[src/hw/rtl/decimal_seven_segment_encoder_defines.svh]
// Assertion macros shared by the encoder RTL.
`ifndef DECIMAL_SEVEN_SEGMENT_ENCODER_DEFINES_SVH
`define DECIMAL_SEVEN_SEGMENT_ENCODER_DEFINES_SVH

// Same-cycle implication, checked outside reset.
`define DSSE_ASSERT_NOW(label, clk, rst, ante, cons, msg) \
   label: assert property (@(posedge clk) disable iff (rst) (ante) |-> (cons)) \
      else $error(msg);

// Next-cycle implication, checked outside reset.
`define DSSE_ASSERT_NEXT(label, clk, rst, ante, cons, msg) \
   label: assert property (@(posedge clk) disable iff (rst) (ante) |=> (cons)) \
      else $error(msg);

`endif

[src/hw/rtl/dsse_pkg.sv]
package dsse_pkg;

   // Field widths of the item and result channels.
   localparam int VALUE_WIDTH   = 27;
   localparam int DIGIT_WIDTH   = 4;
   localparam int INDEX_WIDTH   = 3;
   localparam int SEGMENT_WIDTH = 8;
   localparam int PATTERN_WIDTH = 7;
   localparam int COUNT_WIDTH   = 4;

   // Configuration port.
   localparam int CSR_INDEX_WIDTH = 2;
   localparam int CSR_DATA_WIDTH  = 4;

   localparam logic [CSR_INDEX_WIDTH-1:0] CSR_COMMON_CATHODE = CSR_INDEX_WIDTH'(0);
   localparam logic [CSR_INDEX_WIDTH-1:0] CSR_DIGIT_COUNT    = CSR_INDEX_WIDTH'(1);

   localparam logic [COUNT_WIDTH-1:0] DIGIT_COUNT_RESET = COUNT_WIDTH'(4);

   // Default number of digit cells in the chain.
   localparam int DEFAULT_MAX_DIGITS = 8;

   // Bit counter for the serial conversion.
   localparam int BIT_COUNT_WIDTH = $clog2(VALUE_WIDTH);

   // Operation applied to all cells of the digit chain together.
   typedef enum logic [1:0] {
      CELL_HOLD,
      CELL_CLEAR,
      CELL_DABBLE,
      CELL_SHIFT
   } dsse_cell_op_type;

   // Segments a..g in bits 0..6 for a lit decimal digit.
   function automatic logic [PATTERN_WIDTH-1:0] digit_pattern(
      input logic [DIGIT_WIDTH-1:0] digit
   );
      logic [PATTERN_WIDTH-1:0] pattern;
      unique case (digit)
         4'd0:    pattern = 7'b0111111;
         4'd1:    pattern = 7'b0000110;
         4'd2:    pattern = 7'b1011011;
         4'd3:    pattern = 7'b1001111;
         4'd4:    pattern = 7'b1100110;
         4'd5:    pattern = 7'b1101101;
         4'd6:    pattern = 7'b1111101;
         4'd7:    pattern = 7'b0000111;
         4'd8:    pattern = 7'b1111111;
         4'd9:    pattern = 7'b1100111;
         default: pattern = 7'b0000000;
      endcase
      return pattern;
   endfunction

endpackage

[src/hw/rtl/dsse_digit_cell.sv]
module dsse_digit_cell (
   input  logic                                 clock,
   input  dsse_pkg::dsse_cell_op_type           cell_op,
   input  logic                                 bit_in,
   input  logic [dsse_pkg::DIGIT_WIDTH-1:0]     upper_digit,
   output logic [dsse_pkg::DIGIT_WIDTH-1:0]     digit,
   output logic                                 carry_out
);
   import dsse_pkg::*;

   logic [DIGIT_WIDTH-1:0] digit_ff;
   logic [DIGIT_WIDTH-1:0] digit_in;
   logic [DIGIT_WIDTH-1:0] adjusted;

   // Add three to digits of five and above so the doubling carries in decimal.
   assign adjusted  = (digit_ff >= DIGIT_WIDTH'(5)) ? digit_ff + DIGIT_WIDTH'(3) : digit_ff;
   assign carry_out = adjusted[DIGIT_WIDTH-1];

   // Next digit for the operation the controller asks of the whole chain.
   always_comb begin
      unique case (cell_op)
         CELL_HOLD:   digit_in = digit_ff;
         CELL_CLEAR:  digit_in = '0;
         CELL_DABBLE: digit_in = {adjusted[DIGIT_WIDTH-2:0], bit_in};
         CELL_SHIFT:  digit_in = upper_digit;
         default:     digit_in = digit_ff;
      endcase
   end

   always_ff @(posedge clock) begin
      digit_ff <= digit_in;
   end

   assign digit = digit_ff;

endmodule

[src/hw/rtl/decimal_seven_segment_encoder.sv]
// Converts an unsigned 27-bit value to decimal and emits one seven-segment result per
// attached digit, least significant first, with the final one flagged by last_digit.
// Digits beyond MAX_DIGITS are dropped, so the value is shown modulo 10^MAX_DIGITS, and
// leading zeros are shown as zeros. An item is taken while idle, then shifted bit by bit
// through a chain of decimal digit cells, then the chain shifts one digit per cycle
// towards the output register while the result side does not stall. No new item is
// taken before the last digit of the clamped count is out. With a digit count of zero
// no result is produced and the next item can be taken in the following cycle. The
// configuration registers are written through the csr_ port: index 0 selects common
// cathode drive (lit segments high), index 1 sets the digit count; other indexes are
// ignored. The decimal point in bit 7 is never lit.
`include "decimal_seven_segment_encoder_defines.svh"

module decimal_seven_segment_encoder #(
   parameter int MAX_DIGITS = dsse_pkg::DEFAULT_MAX_DIGITS
) (
   input  logic                                    clock,
   input  logic                                    reset,

   input  logic                                    req_valid,
   output logic                                    req_stall,
   input  logic [dsse_pkg::VALUE_WIDTH-1:0]        req_value,

   output logic                                    rsp_valid,
   input  logic                                    rsp_stall,
   output logic [dsse_pkg::INDEX_WIDTH-1:0]        rsp_digit_index,
   output logic [dsse_pkg::DIGIT_WIDTH-1:0]        rsp_decimal_digit,
   output logic [dsse_pkg::SEGMENT_WIDTH-1:0]      rsp_segment_levels,
   output logic                                    rsp_last_digit,

   input  logic                                    csr_valid,
   output logic                                    csr_ready,
   input  logic [dsse_pkg::CSR_INDEX_WIDTH-1:0]    csr_index,
   input  logic [dsse_pkg::CSR_DATA_WIDTH-1:0]     csr_data
);
   import dsse_pkg::*;

   localparam logic [COUNT_WIDTH-1:0]     MAX_COUNT = COUNT_WIDTH'(MAX_DIGITS);
   localparam logic [BIT_COUNT_WIDTH-1:0] LAST_BIT  = BIT_COUNT_WIDTH'(VALUE_WIDTH - 1);

   typedef enum logic [1:0] {
      ST_IDLE,
      ST_CONVERT,
      ST_EMIT
   } state_type;

   // Registers and their next values.
   state_type                   state_ff,          state_in;
   logic                        common_cathode_ff, common_cathode_in;
   logic [COUNT_WIDTH-1:0]      digit_count_ff,    digit_count_in;
   logic [VALUE_WIDTH-1:0]      binary_ff,         binary_in;
   logic [BIT_COUNT_WIDTH-1:0]  bit_count_ff,      bit_count_in;
   logic [COUNT_WIDTH-1:0]      emit_count_ff,     emit_count_in;
   logic [INDEX_WIDTH-1:0]      index_ff,          index_in;
   logic                        rsp_valid_ff,      rsp_valid_in;
   logic [INDEX_WIDTH-1:0]      rsp_index_ff,      rsp_index_in;
   logic [DIGIT_WIDTH-1:0]      rsp_digit_ff,      rsp_digit_in;
   logic [SEGMENT_WIDTH-1:0]    rsp_levels_ff,     rsp_levels_in;
   logic                        rsp_last_ff,       rsp_last_in;

   logic                        req_accept;
   logic                        load_result;
   logic                        last_emit;
   logic [COUNT_WIDTH-1:0]      clamped_count;
   logic [PATTERN_WIDTH-1:0]    pattern;
   dsse_cell_op_type            cell_op;

   logic [DIGIT_WIDTH-1:0]      cell_digit [MAX_DIGITS];
   logic [MAX_DIGITS-1:0]       cell_carry;

   // Chain of decimal digit cells; cell 0 holds the least significant digit.
   // The carry out of the top cell is the dropped overflow bit.
   for (genvar g = 0; g < MAX_DIGITS; g++) begin : g_cell
      logic                   bit_in;
      logic [DIGIT_WIDTH-1:0] upper_digit;

      if (g == 0) begin : g_first
         assign bit_in = binary_ff[VALUE_WIDTH-1];
      end else begin : g_next
         assign bit_in = cell_carry[g-1];
      end

      if (g == MAX_DIGITS - 1) begin : g_top
         assign upper_digit = '0;
      end else begin : g_inner
         assign upper_digit = cell_digit[g+1];
      end

      dsse_digit_cell u_cell (
         .clock       (clock),
         .cell_op     (cell_op),
         .bit_in      (bit_in),
         .upper_digit (upper_digit),
         .digit       (cell_digit[g]),
         .carry_out   (cell_carry[g])
      );
   end

   // Handshake decisions.
   assign req_stall     = (state_ff != ST_IDLE);
   assign req_accept    = req_valid && !req_stall;
   assign csr_ready     = 1'b1;
   assign load_result   = (state_ff == ST_EMIT) && (!rsp_valid_ff || !rsp_stall);
   assign last_emit     = ((COUNT_WIDTH'(index_ff) + COUNT_WIDTH'(1)) == emit_count_ff);
   assign clamped_count = (digit_count_ff > MAX_COUNT) ? MAX_COUNT : digit_count_ff;
   assign pattern       = digit_pattern(cell_digit[0]);

   // Next state of the controller, the registers and the output stage.
   always_comb begin
      state_in          = state_ff;
      common_cathode_in = common_cathode_ff;
      digit_count_in    = digit_count_ff;
      binary_in         = binary_ff;
      bit_count_in      = bit_count_ff;
      emit_count_in     = emit_count_ff;
      index_in          = index_ff;
      rsp_valid_in      = rsp_valid_ff && rsp_stall;
      rsp_index_in      = rsp_index_ff;
      rsp_digit_in      = rsp_digit_ff;
      rsp_levels_in     = rsp_levels_ff;
      rsp_last_in       = rsp_last_ff;
      cell_op           = CELL_HOLD;

      // Register writes; unknown indexes are ignored.
      if (csr_valid) begin
         unique case (csr_index)
            CSR_COMMON_CATHODE: common_cathode_in = csr_data[0];
            CSR_DIGIT_COUNT:    digit_count_in    = csr_data;
            default:            ;
         endcase
      end

      unique case (state_ff)
         ST_IDLE: begin
            if (req_accept) begin
               cell_op       = CELL_CLEAR;
               binary_in     = req_value;
               bit_count_in  = '0;
               index_in      = '0;
               emit_count_in = clamped_count;
               if (clamped_count != '0) begin
                  state_in = ST_CONVERT;
               end
            end
         end
         ST_CONVERT: begin
            cell_op      = CELL_DABBLE;
            binary_in    = {binary_ff[VALUE_WIDTH-2:0], 1'b0};
            bit_count_in = bit_count_ff + BIT_COUNT_WIDTH'(1);
            if (bit_count_ff == LAST_BIT) begin
               state_in = ST_EMIT;
            end
         end
         ST_EMIT: begin
            if (load_result) begin
               cell_op       = CELL_SHIFT;
               rsp_valid_in  = 1'b1;
               rsp_index_in  = index_ff;
               rsp_digit_in  = cell_digit[0];
               rsp_levels_in = common_cathode_ff ? {1'b0, pattern} : ~{1'b0, pattern};
               rsp_last_in   = last_emit;
               index_in      = index_ff + INDEX_WIDTH'(1);
               if (last_emit) begin
                  state_in = ST_IDLE;
               end
            end
         end
         default: state_in = ST_IDLE;
      endcase
   end

   // Controller state, registers and output stage.
   always_ff @(posedge clock) begin
      if (reset) begin
         state_ff          <= ST_IDLE;
         common_cathode_ff <= 1'b0;
         digit_count_ff    <= DIGIT_COUNT_RESET;
         rsp_valid_ff      <= 1'b0;
      end else begin
         state_ff          <= state_in;
         common_cathode_ff <= common_cathode_in;
         digit_count_ff    <= digit_count_in;
         rsp_valid_ff      <= rsp_valid_in;
      end
      binary_ff     <= binary_in;
      bit_count_ff  <= bit_count_in;
      emit_count_ff <= emit_count_in;
      index_ff      <= index_in;
      rsp_index_ff  <= rsp_index_in;
      rsp_digit_ff  <= rsp_digit_in;
      rsp_levels_ff <= rsp_levels_in;
      rsp_last_ff   <= rsp_last_in;
   end

   assign rsp_valid          = rsp_valid_ff;
   assign rsp_digit_index    = rsp_index_ff;
   assign rsp_decimal_digit  = rsp_digit_ff;
   assign rsp_segment_levels = rsp_levels_ff;
   assign rsp_last_digit     = rsp_last_ff;

   // A pending result always holds a proper decimal digit.
   `DSSE_ASSERT_NOW(a_digit_decimal, clock, reset, rsp_valid_ff, rsp_digit_ff <= DIGIT_WIDTH'(9), "result digit above nine")
   // Once a non-final digit is taken, the chain is still emitting.
   `DSSE_ASSERT_NOW(a_more_digits, clock, reset, rsp_valid_ff && !rsp_stall && !rsp_last_ff, state_ff == ST_EMIT, "digits missing after a non-final result")
   // An item with digits to show keeps the input side stalled in the next cycle.
   `DSSE_ASSERT_NEXT(a_busy_after_accept, clock, reset, req_accept && (clamped_count != '0), req_stall, "input not stalled during conversion")

endmodule
[config.mk]
export PLATFORM = sky130hd
export DESIGN_NAME = decimal_seven_segment_encoder
export DESIGN_NICKNAME = d
export VERILOG_FILES = /design/src/hw/rtl/dsse_pkg.sv /design/src/hw/rtl/dsse_digit_cell.sv /design/src/hw/rtl/decimal_seven_segment_encoder.sv
export VERILOG_INCLUDE_DIRS = /design/src /design/src/hw/rtl
export SDC_FILE = /design/constraint.sdc
export NUM_CORES = 1
export LEC_CHECK = 0
export ABC_AREA = 1
export ABC_CLOCK_PERIOD_IN_PS = 2000
export BUFFER_PORTS_ARGS = -buffer_cell sky130_fd_sc_hd__buf_2
export CAP_MARGIN = 20
export CELL_PAD_IN_SITES_DETAIL_PLACEMENT = 0
export CELL_PAD_IN_SITES_GLOBAL_PLACEMENT = 1
export CORE_MARGIN = 3
export CORE_UTILIZATION = 30
export DETAILED_ROUTE_END_ITERATION = 10
export HOLD_SLACK_MARGIN = 0.1
export PLACE_DENSITY_LB_ADDON = 0.05
export SLEW_MARGIN = 10
export SYNTH_ARGS = -nofsm -noshare
export SYNTH_HDL_FRONTEND = slang
export SYNTH_SLANG_ARGS = --single-unit
[constraint.sdc]
create_clock -name clock -period 2 [get_ports clock]
set_input_delay 0 -clock clock [delete_from_list [all_inputs] [get_ports clock]]
set_output_delay 0 -clock clock [all_outputs]
set_load 0.05 [all_outputs]
### Yosys cells after proc, flatten, opt, wreduce, memory -nomap -nowiden

Memory sizes are Yosys's and may differ from the RTL's. A register that Yosys moved wholly into a read port is not among the register bits.
Cells that the tools add are included.
Widths: inputs -> output; s select.

* memories kept: 1
* output and inout port bits: 19
* bits in registers: 95
* memory bits (read-only): 112

* $lt $le $gt $ge: 9
* add/sub/neg operators: 11
* equal/unequal tests: 13
* muxes and demuxes: 37
* reductions and logical operators: 22
* bitwise logic cells: 1

Memory list
* (no name shown): words 16, width 7, read ports 1, clocked after memory_dff 1, write ports 0, line dsse_pkg.sv:39 `unique case (digit)`

Operators with widths (count)
* $pmux 4 s3: 7
* $pmux 27 s2: 1
* $mux 4: 9
* $ge 4x3->1 const B: 8
* $add 4x2->4 const B: 7
* $mux 27: 1
* $mux 2: 6
* $pmux 2 s3: 2
* $ne 2x2->1 const B: 5
* $pmux 5 s2: 1
* $reduce_and 2->1: 5
* $mux 3: 3
* $not 7->8: 1
* $pmux 4 s2: 1
* $mux 7: 1
* $eq 2x1->1 const B: 3
* $eq 2x2->1 const B: 3
* $logic_not 2->1: 3
* $pmux 3 s2: 1
* $reduce_bool 2->1: 3
* $add 5x1->5 const B: 1
* $eq 5x5->1 const B: 1
* $mux 5: 1
* $reduce_and 5->1: 1
* 12 further kinds: 18

### Depth between registers and ports, before layout

* depth in word-level cells: 8
* depth in mapped cells: 15
* depth with buffers taken out: 15

### Modules after synthesis

A second synthesis with hierarchy kept.

* cells, all modules: 601
* area, all modules: 5392.7 um^2

By module, submodules not included
* decimal_seven_segment_encoder: times used 1, seq. area each 1811.7 um^2, cells each 297, area an instance 2910.3 um^2
* dsse_digit_cell: times used 8, seq. area each 120.1 um^2, cells each 38, area an instance 310.3 um^2

### Least setup slack after synthesis

Ideal clock, no wire load.

* path type: reg2reg
* from: register rsp_valid_ff, in the netlist rsp_valid
* to: register, netlist name pattern[3]
* data required time: 1.888 ns
* library setup time: 0.112 ns
* clock period less this slack: 2.295 ns
* arrival time: 2.183 ns
* path slack: -0.295 ns
* stages on the path, launching flop included: 14
* cells stage by stage: dfxtp_1 nand2_1 nand2_4 nand3_4 inv_4 nand2_1 nand3_2 inv_2 ha_1 inv_1 nand2_1 nand2_1 nand2_1 nand2_1

* cells in the longest elaborated chain, start to end: 8
* elaborated cells between the ends (all ways): 11
* classes of those cells: eq/ne (3); mux (4); reduce/logical (4)

RTL lines
* start, declared: line decimal_seven_segment_encoder.sv:55 `logic rsp_valid_ff, rsp_valid_in;`
* start signal, assigned: line decimal_seven_segment_encoder.sv:183 `rsp_valid_ff <= rsp_valid_in;`
* $logic_not 1->1 *: line decimal_seven_segment_encoder.sv:103 `assign load_result = (state_ff == ST_EMIT) && (!rsp_valid_ff || !rsp_stall);`
* $logic_or 1x1->1 *: line decimal_seven_segment_encoder.sv:103
* $logic_and 1x1->1 *: line decimal_seven_segment_encoder.sv:103
* $mux 2 *: line decimal_seven_segment_encoder.sv:155 `if (load_result) begin`
* $pmux 2 s3 *: line decimal_seven_segment_encoder.sv:133 `unique case (state_ff)`
* $eq 2x2->1 / $eq 2x1->1 (equally long branches): line dsse_digit_cell.sv:21 `unique case (cell_op)`
* $pmux 4 s3: line dsse_digit_cell.sv:21
* $mux 4 (no line) *

Every way passes the cells marked *; elsewhere a longest branch is shown, timed or not.
A chain may end at the register's enable or synchronous reset.

### Worst setup path in the final report

* from: input csr_index[1] in the netlist's numbering
* to: register digit_count_ff[2]

* cells in the longest elaborated chain, start to end: 2

RTL lines
* start, declared: line decimal_seven_segment_encoder.sv:33 `input logic [dsse_pkg::CSR_INDEX_WIDTH-1:0] csr_index,`
* $eq 2x1->1: line decimal_seven_segment_encoder.sv:126 `unique case (csr_index)`
* $reduce_and 2->1 (no line)
* end signal, assigned: line decimal_seven_segment_encoder.sv:182 `digit_count_ff <= digit_count_in;`
* end, declared: line decimal_seven_segment_encoder.sv:50 `logic [COUNT_WIDTH-1:0] digit_count_ff, digit_count_in;`

No other way between the ends.

==> summary.txt <==
Outcome
  – Status: finished clean

Placed design
  – Post-DP HPWL: 7.60 mm
  – Gpl congestion: 0.765
  – Post-place instance area: 0.00574 mm^2
  – Pre-CTS setup slack: 75.3 ps
  – Placed cells: 802
  – Port Buffers: 55

Floorplanning
  – Effective utilization at floorplan: 30.8%
  – Number of placed I/O pins: 57
  – Placeable Area: 0.0166 mm^2
  – Die W: 137 um
  – Die height: 137 um
  – Die area: 0.0187 mm^2
  – Rows: 47

Global route
  – Vias in the first global route: 3685
  – First-pass GRT wire length: 18.3 mm
  – Tot GR Track Use: 12.4%
  – Initial antenna violation count: 0
  – Largest net degree at the start of global routing: 33
  – Total grt overflow: 0

STA
  – Clock skew: 8.32 ps
  – Endpoints failing setup: 0
  – Crit share post-route: 96.4%
  – Peak Freq: 519 MHz
  – Worst-Margin Slew: 520 ps
  – Worst hold slack: 159 ps
  – Relative slew margins: 65.3%
  – Final hold viol count: 0
  – Setup tns final: 0 ps
  – Setup ws final: 72.7 ps
  – Slew Limit Fails: 0
  – Tmin final: 1930 ps

Setup path
  – Reg2reg path depth: 13
  – Cell mode on critical path: dlygate4sd3_1
  – Worst reg2reg path endpoint: pattern[3]
  – Critical Path Source Type: input pin
  – Critical path, cell by cell: dlygate4sd3_1 > buf_2 > nor3_4 > nand2_1 > dlygate4sd3_1 > o211ai_1 > dlygate4sd3_1
  – Crit path to: digit_count_ff[2]
  – R2R Setup Slk: 140 ps
  – Critical path class: input pin to register
  – Reg-to-Reg Start: g_cell[0].u_cell.digit[0]
  – CP Capture Type: register
  – Slowest stage delay, CP: 590 ps
  – Slowest cell on the critical path: dlygate4sd3_1
  – Worst-path fanout max: 4
  – Critical path origin: csr_index[1]
  – Worst Path Required: 2290 ps
  – Arrival @ worst endpoint: 2210 ps

Synthesis
  – Largest family of logic cells by synthesized area: simple AND/OR/NAND/NOR gates
  – Multiplexer share of the synthesized area: 0%
  – Netlist cell types: 34
  – Syn Inst Count: 527
  – Post-synthesis compound-gate area fraction: 7.93%
  – Post-synth EDFFs: 87
  – Asr flop ratio synth: 0%
  – Commonest cells in the netlist: 158 x nand2_1, 87 x edfxtp_1, 67 x inv_1
  – Area leader, netlist: edfxtp_1
  – Yosys warning count: 0
  – Top cells by area, synth: edfxtp_1 51%, nand2_1 12%, ha_1 6.1%
  – Number of synthesized register bits: 102
  – Most common cell in the synthesized netlist: nand2_1
  – Post-synthesis xor/xnor area fraction: 2.90%
  – Ys flop type: edfxtp_1
  – Seq/Total Area, Yosys: 56.8%
  – Syn Nets: 590
  – Mapped Avg Cell Area: 9.73 um^2
  – Post-synthesis adder-cell area fraction: 6.10%
  – Synthesized area: 0.00513 mm^2
  – Synth top area share: 51.0%
  – Synth Area in Simple Gates: 19.3%

Power
  – P_leak: 2.82 nW
  – Worst vdd ir: 0.398 mV
  – Pwr per Cell Area: 887 mW/mm^2
  – Total power: 5.74 mW

Detailed routing
  – Vias per inst: 4.38
  – WL/cell: 12.9 um
  – Post-route ant nets: 0
  – DR pass1 iterations: 4
  – Drt drc: 0
  – Total number of vias: 3768
  – DRT Wirelength: 11.1 mm
  – Detailed Route Iter0 Violations: 178

Clock tree
  – CTS tree: done
  – Clock Tree Root: clkbuf_16
  – Worst skew pair latency: 350 ps
  – Maximum buffer depth of the clock tree: 2
  – Number of buffers created by CTS: 9
  – CTS sink count: 102
  – CTS clock-pin slew for the worst setup and hold paths: 70 ps
  – Htree depth: 3

Layout
  – Final #Nets: 698
  – Fillcell total: 1680
  – Layout cells sized above 1: 18.8%
  – Area grow syn2layout: 26.3%
  – Non-filler instance count after layout: 860
  – Post-route design area: 0.00647 mm^2
  – Core Util, Final: 38.9%
  – Antenna diodes: 0

Worst hold path
  – HP Class: input pin to register

Flow run
  – Max-cap violations: 0
-- sequential cells by signal, summed over array words and instances, names as in the netlist --
register	cells
common_cathode_ff	1
bit_count_ff	5
digit_count_ff	4
g_cell.u_cell.digit	32
rsp_valid	1
state_ff	2
emit_count_ff	4
rsp_last_digit	1
index_ff	3
rsp_digit_index	3
rsp_segment_levels	8
pattern	7
rsp_decimal_digit	4
binary_ff	27
-- worst max-delay path, delay by kind of cell --
| kind | cells | cell delay, ps |
|---|---|---|
| simple gates | 2 | 280 |
| buf+inv | 4 | 1840 |
| compound gates | 1 | 80 |
-- cells by family after synthesis --
group / count (synthesis)
other: 1
XOR/XNOR: 17
flip-flops: 102
AO/OA/AOI/OAI: 65
buffers and inverters: 89
adder cells (fa/ha/maj): 25
AND/OR/NAND/NOR: 228
-- cells in the final DEF (no fill, tap or decap), types with 15 or more instances in the layout --
| master | synthesis | final |
|---|---|---|
| nor2_1 | 29 | 29 |
| inv_1 | 67 | 65 |
| nand2_1 | 158 | 155 |
| a21oi_1 | 15 | 15 |
| dlygate4sd3_1 | 0 | 41 |
| o21ai_0 | 21 | 21 |
| ha_1 | 25 | 24 |
| edfxtp_1 | 87 | 87 |
| buf_2 | 5 | 55 |
-- final cells by class --
type                       instances  area, um^2  area share (%)
tap                              220         275            4.25
clock inverter                     7        50.0           0.773
multi-input combinational        336        1910            29.5
timing repair buffer             111         811            12.5
sequential                       102        2920            45.1
inverter                          75         287            4.43
clock buffer                       9         225            3.48
-- repair_timing --
item,CTS,global route
hold buffers,41,0
setup endpoints to repair,0,8
hold endpoints to repair,35,0
buffers inserted,0,1
gates resized for setup,0,11
-- power breakdown --
group          internal [mW]  switching, mW  leakage [nW]  total (mW)
combinational          0.489          0.740          1.70        1.23
clock                  0.848          0.822         0.129        1.67
sequential              2.68          0.166         0.989        2.85
total                   4.02           1.73          2.82        5.74
-- per-layer routing --
layer / vias up / GRT usage [%] / wire [um]
met5: - / 0 / 0
met4: 0 / 4.70 / 177
met3: 11 / 2.46 / 381
met2: 57 / 19.3 / 5170
met1: 1735 / 16.9 / 5400
li1: 1965 / - / -
-- worst min-delay path by stage --
| stage | start | endpoint | slack, ps | cells after the start |
|---|---|---|---|---|
| CTS | csr_index[0] | digit_count_ff[0] | 110 | 5 |
| finish | csr_index[0] | digit_count_ff[0] | 160 | 5 |
| global placement | csr_data[2] | digit_count_ff[2] | 230 | 3 |
| detailed placement | csr_data[2] | digit_count_ff[2] | 230 | 3 |
| floorplan | reset | rsp_valid | 60 | 1 |
| global route | csr_index[0] | digit_count_ff[0] | 190 | 5 |
Power figures use the tool's default switching activity.
